`src/rtl/srpf_pkg.sv`:
```
package srpf_pkg;

   localparam int RANGE_DEPTH = 1024;
   localparam int ADDR_W      = (RANGE_DEPTH > 1) ? $clog2(RANGE_DEPTH) : 1;
   localparam int CNT_W       = $clog2(RANGE_DEPTH + 1);
   localparam int OP_W        = 2;
   localparam int POS_W       = 40;
   localparam int ID_W        = 31;

   typedef enum logic [OP_W-1:0] {
      OP_APPEND = 2'd0,
      OP_FILTER = 2'd1,
      OP_CLEAR  = 2'd2
   } op_type;

   typedef enum logic [1:0] {
      ST_IDLE,
      ST_EVAL,
      ST_FETCH
   } state_type;

   // controller -> datapath
   typedef struct packed {
      logic accept;   // input word taken this cycle
      logic fetch;    // read table entry at the pointer
      logic load;     // move read data into the current-range cache
      logic advance;  // step pointer past the current range
      logic emit;     // load the response register
   } cmd_type;

   // datapath -> controller
   typedef struct packed {
      logic is_filter;
      logic tbl_empty;
      logic ptr_end;
      logic cur_valid;
      logic pos_ge_stop;
      logic pos_lt_start;
      logic rsp_busy;
   } status_type;

endpackage

```
`src/rtl/srpf_ctrl.sv`:
```
module srpf_ctrl
   import srpf_pkg::*;
(
   input  logic       clock,
   input  logic       reset,
   input  logic       req_valid,
   output logic       req_ready,
   input  status_type status,
   output cmd_type    cmd
);

   state_type state_ff, state_in;

   always_ff @(posedge clock) begin
      if (reset) begin
         state_ff <= ST_IDLE;
      end else begin
         state_ff <= state_in;
      end
   end

   always_comb begin
      state_in  = state_ff;
      cmd       = '0;
      req_ready = 1'b0;
      case (state_ff)
         ST_IDLE: begin
            req_ready = 1'b1;
            if (req_valid) begin
               cmd.accept = 1'b1;
               if (status.is_filter && !status.tbl_empty) begin
                  state_in = ST_EVAL;
               end
            end
         end
         ST_EVAL: begin
            if (status.ptr_end) begin
               state_in = ST_IDLE;          // ranges exhausted: drop
            end else if (!status.cur_valid) begin
               cmd.fetch = 1'b1;
               state_in  = ST_FETCH;
            end else if (status.pos_ge_stop) begin
               cmd.advance = 1'b1;
            end else if (status.pos_lt_start) begin
               state_in = ST_IDLE;          // before current range: drop
            end else if (!status.rsp_busy) begin
               cmd.emit = 1'b1;
               state_in = ST_IDLE;
            end
         end
         ST_FETCH: begin
            cmd.load = 1'b1;
            state_in = ST_EVAL;
         end
         default: begin
            state_in = ST_IDLE;
         end
      endcase
   end

endmodule

```
`config.mk`:
```
export PLATFORM = sky130hd
export DESIGN_NAME = srpf_ctrl
export DESIGN_NICKNAME = d
export VERILOG_FILES = /design/src/rtl/srpf_pkg.sv /design/src/rtl/srpf_ctrl.sv
export SDC_FILE = /design/constraint.sdc
export NUM_CORES = 1
export LEC_CHECK = 0
export BUFFER_PORTS_ARGS = -buffer_cell sky130_fd_sc_hd__buf_4
export CAP_MARGIN = 20
export CELL_PAD_IN_SITES_DETAIL_PLACEMENT = 0
export CELL_PAD_IN_SITES_GLOBAL_PLACEMENT = 1
export CORE_AREA = 2 2 39 41
export CTS_BUF_LIST = sky130_fd_sc_hd__clkbuf_2 sky130_fd_sc_hd__clkbuf_4 sky130_fd_sc_hd__clkbuf_8
export CTS_CLUSTER_DIAMETER = 40
export DETAILED_ROUTE_END_ITERATION = 16
export DIE_AREA = 0 0 41 43
export MAX_ROUTING_LAYER = met4
export PLACE_DENSITY_LB_ADDON = 0.15
export SLEW_MARGIN = 20
export SYNTH_ARGS = -nofsm -noshare
export SYNTH_HDL_FRONTEND = slang
export SYNTH_SLANG_ARGS = --single-unit
```
`constraint.sdc`:
```
create_clock -name clock -period 1.3 [get_ports clock]
set_clock_uncertainty 0.1 [all_clocks]
set_input_delay 0.065 -clock clock [delete_from_list [all_inputs] [get_ports clock]]
set_output_delay 0.065 -clock clock [all_outputs]
set_load 0.01 [all_outputs]
```
# Word level (Yosys, flattened, before mapping)
# Index checks and enable logic that the tools add are counted.
[word_totals]
register_bits = 2
inputBits = 10
out_inout_bits = 6
[classes]
n_reduce_logical = 4
n_mux = 22
eq_ne = 6
[op_table]
columns = ["op", "count"]
rows = [
  ["2-bit two-way mux", 10],
  ["1-bit two-way mux", 11],
  ["2-bit one-hot mux with 3 select lines", 1],
  ["5-bit inequality test (second input constant)", 1],
  ["2-bit inequality test (second input constant)", 2],
  ["4-bit inequality test (second input constant)", 1],
  ["4-bit AND reduction", 1],
  ["2-bit by 1-bit == test with 1-bit output (second input constant)", 1],
  ["2-bit == test (second input constant)", 1],
  ["2-bit zero test", 1],
  ["1-bit logical AND", 1],
  ["1-bit zero test", 1],
]

# Logic depth before layout (Yosys ltp)
[depth]
depth_word = 6
ltp_mapped = 3

# Worst setup path before layout
# OpenSTA, ideal clock, no wires.
[synth_timing]
path_kind = "reg2out"
startpoint = "register state_ff[0]"
endpoint = "output cmd[0] in the netlist's numbering"
path_stages_with_launch = 3
slack_ps = 260
arrival_ps = 875
path_cell_list = "dfxtp_1 -> and4bb_1 -> nor4b_2"
[synth_rtl]
columns = ["element", "line", "text"]
rows = [
  ["start: declaration", "srpf_ctrl.sv:12", "state_type state_ff, state_in;"],
  ["start signal: assignment", "srpf_ctrl.sv:18", "state_ff <= state_in;"],
  ["end: declaration", "srpf_ctrl.sv:9", "output cmd_type cmd"],
]

==> flow_summary.toml <==
[layout]
drive_above_1_share_pct = 70.3
largest_reg_flops = 2
syn2layout_area_growth_pct = 135
layout.cells.non_filler = 53
top_register = "state_ff"
nets = 49
n_antenna_cell = 0
largest_registers = "state_ff: 2 flops"

[grt]
met3_usage_pct = 3.14
top_usage_layer = "met2"
track_usage_pct = 7.08
grt_pass1_wl_um = 759
use_met2_pct = 9.06
grt_pass1_vias = 203
antenna_found_initial = 0
overflow = 0
grt.met1_usage_pct = 7.03
grt_max_degree = 6

[route]
avgRoutedWirePerCell_um = 9.47
drtIter0Drc = 5
drc = 0
antenna_left = 0
vias = 201
drt_wl_total_um = 502
drtPass1Iterations = 2
drt-vias-per-instance = 3.79

[placement]
port_buffers = 15
place.gp.congestion = 0.647
pre_cts_ws_ps = 120
dp_cells = 46

[yosys]
syn_nets = 26
async_flop_share_pct = 0
ys_warn_count = 0
synth_edf_count = 0
synth_top_area_share_pct = 26.4
synth_cells = 16
ys_types = 14
synth-seq-cells = 2
syn_area_per_cell_um2 = 9.46
yosys-top-cells-area = "dfxtp_1, a221oi_2, nor4b_2, and2_1, and4bb_1"
yosys.area.top_type = "dfxtp_1"
netlist_area_um2 = 151
yosys-top-cells-count = "and2_1, dfxtp_1"
seq_area_frac_synth_pct = 26.4
synth_ff_type = "dfxtp_1"

[die]
ios = 16
fp.dieW_um = 41
dieArea_um2 = 1760
die_h_um = 43
initial_core_util_pct = 10.9
core_um2 = 1380
core.rowCount = 14

[power]
p_sw_uw = 58.5
p_total_uw = 264
peakVddDrop_mv = 0.227
comb_power_share_pct = 23.9
p_sw_share_pct = 22.2
leakage_uw = 0.000153
p_int_uw = 205
pwr-share-clk_pct = 51.0
power_frac_seq_pct = 25.2
p_per_area_nw_per_um2 = 742

[worst_setup_path]
critPathMaxFanout = 3
cp-start-kind = "flip-flop"
worstPathRequired_ps = 1130
rr_startpoint = "state_ff[1]"
crit_type = "flip-flop to primary output"
rr_worst_depth = 3
cp-end-kind = "primary output"
cp.arrival_ps = 1180
startpoint = "state_ff[1]"
rrSetupSlack_ps = 210

[cts]
cts_buffer_depth = 2
cts_tree = "built"
clk_pin_slew_ps = 30
h-tree-depth = 1
cts_inserted_buffers = 3
clk_latency_ps = 220
clockRootBuffer = "clkbuf_4"
clkSinkCount = 2

[timing]
max_slew_margin_pct = 82.4
rsz0062_at_grt = "true"
setup_viol = 1
post-route-period-util_pct = 104
whs_ps = 38.4
fmax_mhz = 741
min_period_ps = 1350
fin_setup_tns_ps = -48.9
tightest_slew_ps = 262
hold_viol_final = 0
worst_slack_ps = -48.9
slew_viol_final = 0

[status]
violations = "setup timing"
status = "finished with violations"

[run]
drv_cap = 0

[worst_hold_path]
min_from = "status[5]"
min_delay_path_depth = 3
hp-class = "input port to flip-flop"
placed cells by master, fill, tap and decap left out, types with 2 or more instances in the layout:
cell type | netlist | layout
buf_4 | 1 | 16
clkbuf_4 | 0 | 3
dlygate4sd3_1 | 0 | 3
and2_1 | 2 | 2
power by group through the flow:
stage | clock, µW | sequential [µW] | combinational [µW]
after CTS | 144 | 67.4 | 62.1
after floorplan | 0 | 67.2 | 17.5
after global placement | 0 | 67.5 | 52.3
final | 134 | 66.4 | 63.0
after global routing | 150 | 66.8 | 69.0
after detailed placement | 0 | 67.9 | 52.1
routing by layer:
layer,wire [µm],share of wire [%],vias up
met4,0,0,0
li1,-,-,101
met1,189,38,88
met3,42,8.4,0
met5,0,0,-
met2,269,54,12
area by class of cell:
class	count	area, µm²
multi-input combinational	13	118
clock buffer	3	22.5
timing repair buffer	19	150
fill	165	1030
sequential	2	45.0
tap	16	20.0
logic make-up after synthesis:
logic type | synth area share [%]
AOI/OAI and AO/OA | 13.2
buffers and inverters | 4.96
DFF | 26.4
and+or+nand+nor | 55.4
critical path, stage by stage, from the launching register on:
cell	delay, ps
dfxtp_2	300
and4bb_2	320
nor4b_4	190
buf_4	150
through the flow:
step / instance area (µm²) / utilization [%]
3_3_place_gp: 277 / 20.0
4_1_cts: 348 / 25.1
5_1_grt: 355 / 25.7
2_1_floorplan: 151 / -
6_report: 355 / 25.7
3_5_place_dp: 277 / 20.0
what timing repair did:
action                                  CTS  global route
gates resized for setup                   3             3
endpoints found under the setup margin    1             4
setup buffers                             1             0
pin swaps                                 1             2
hold endpoints to repair                  2             0
hold buffers                              3             0
gates cloned                              0             0
path summary, 6_finish.rpt:
check / endpoint
max: cmd[0]
min: state_ff[0]
max reg2reg: state_ff[0]
min reg2reg: state_ff[0]
Note: power is estimated with default switching activity, not from simulation.
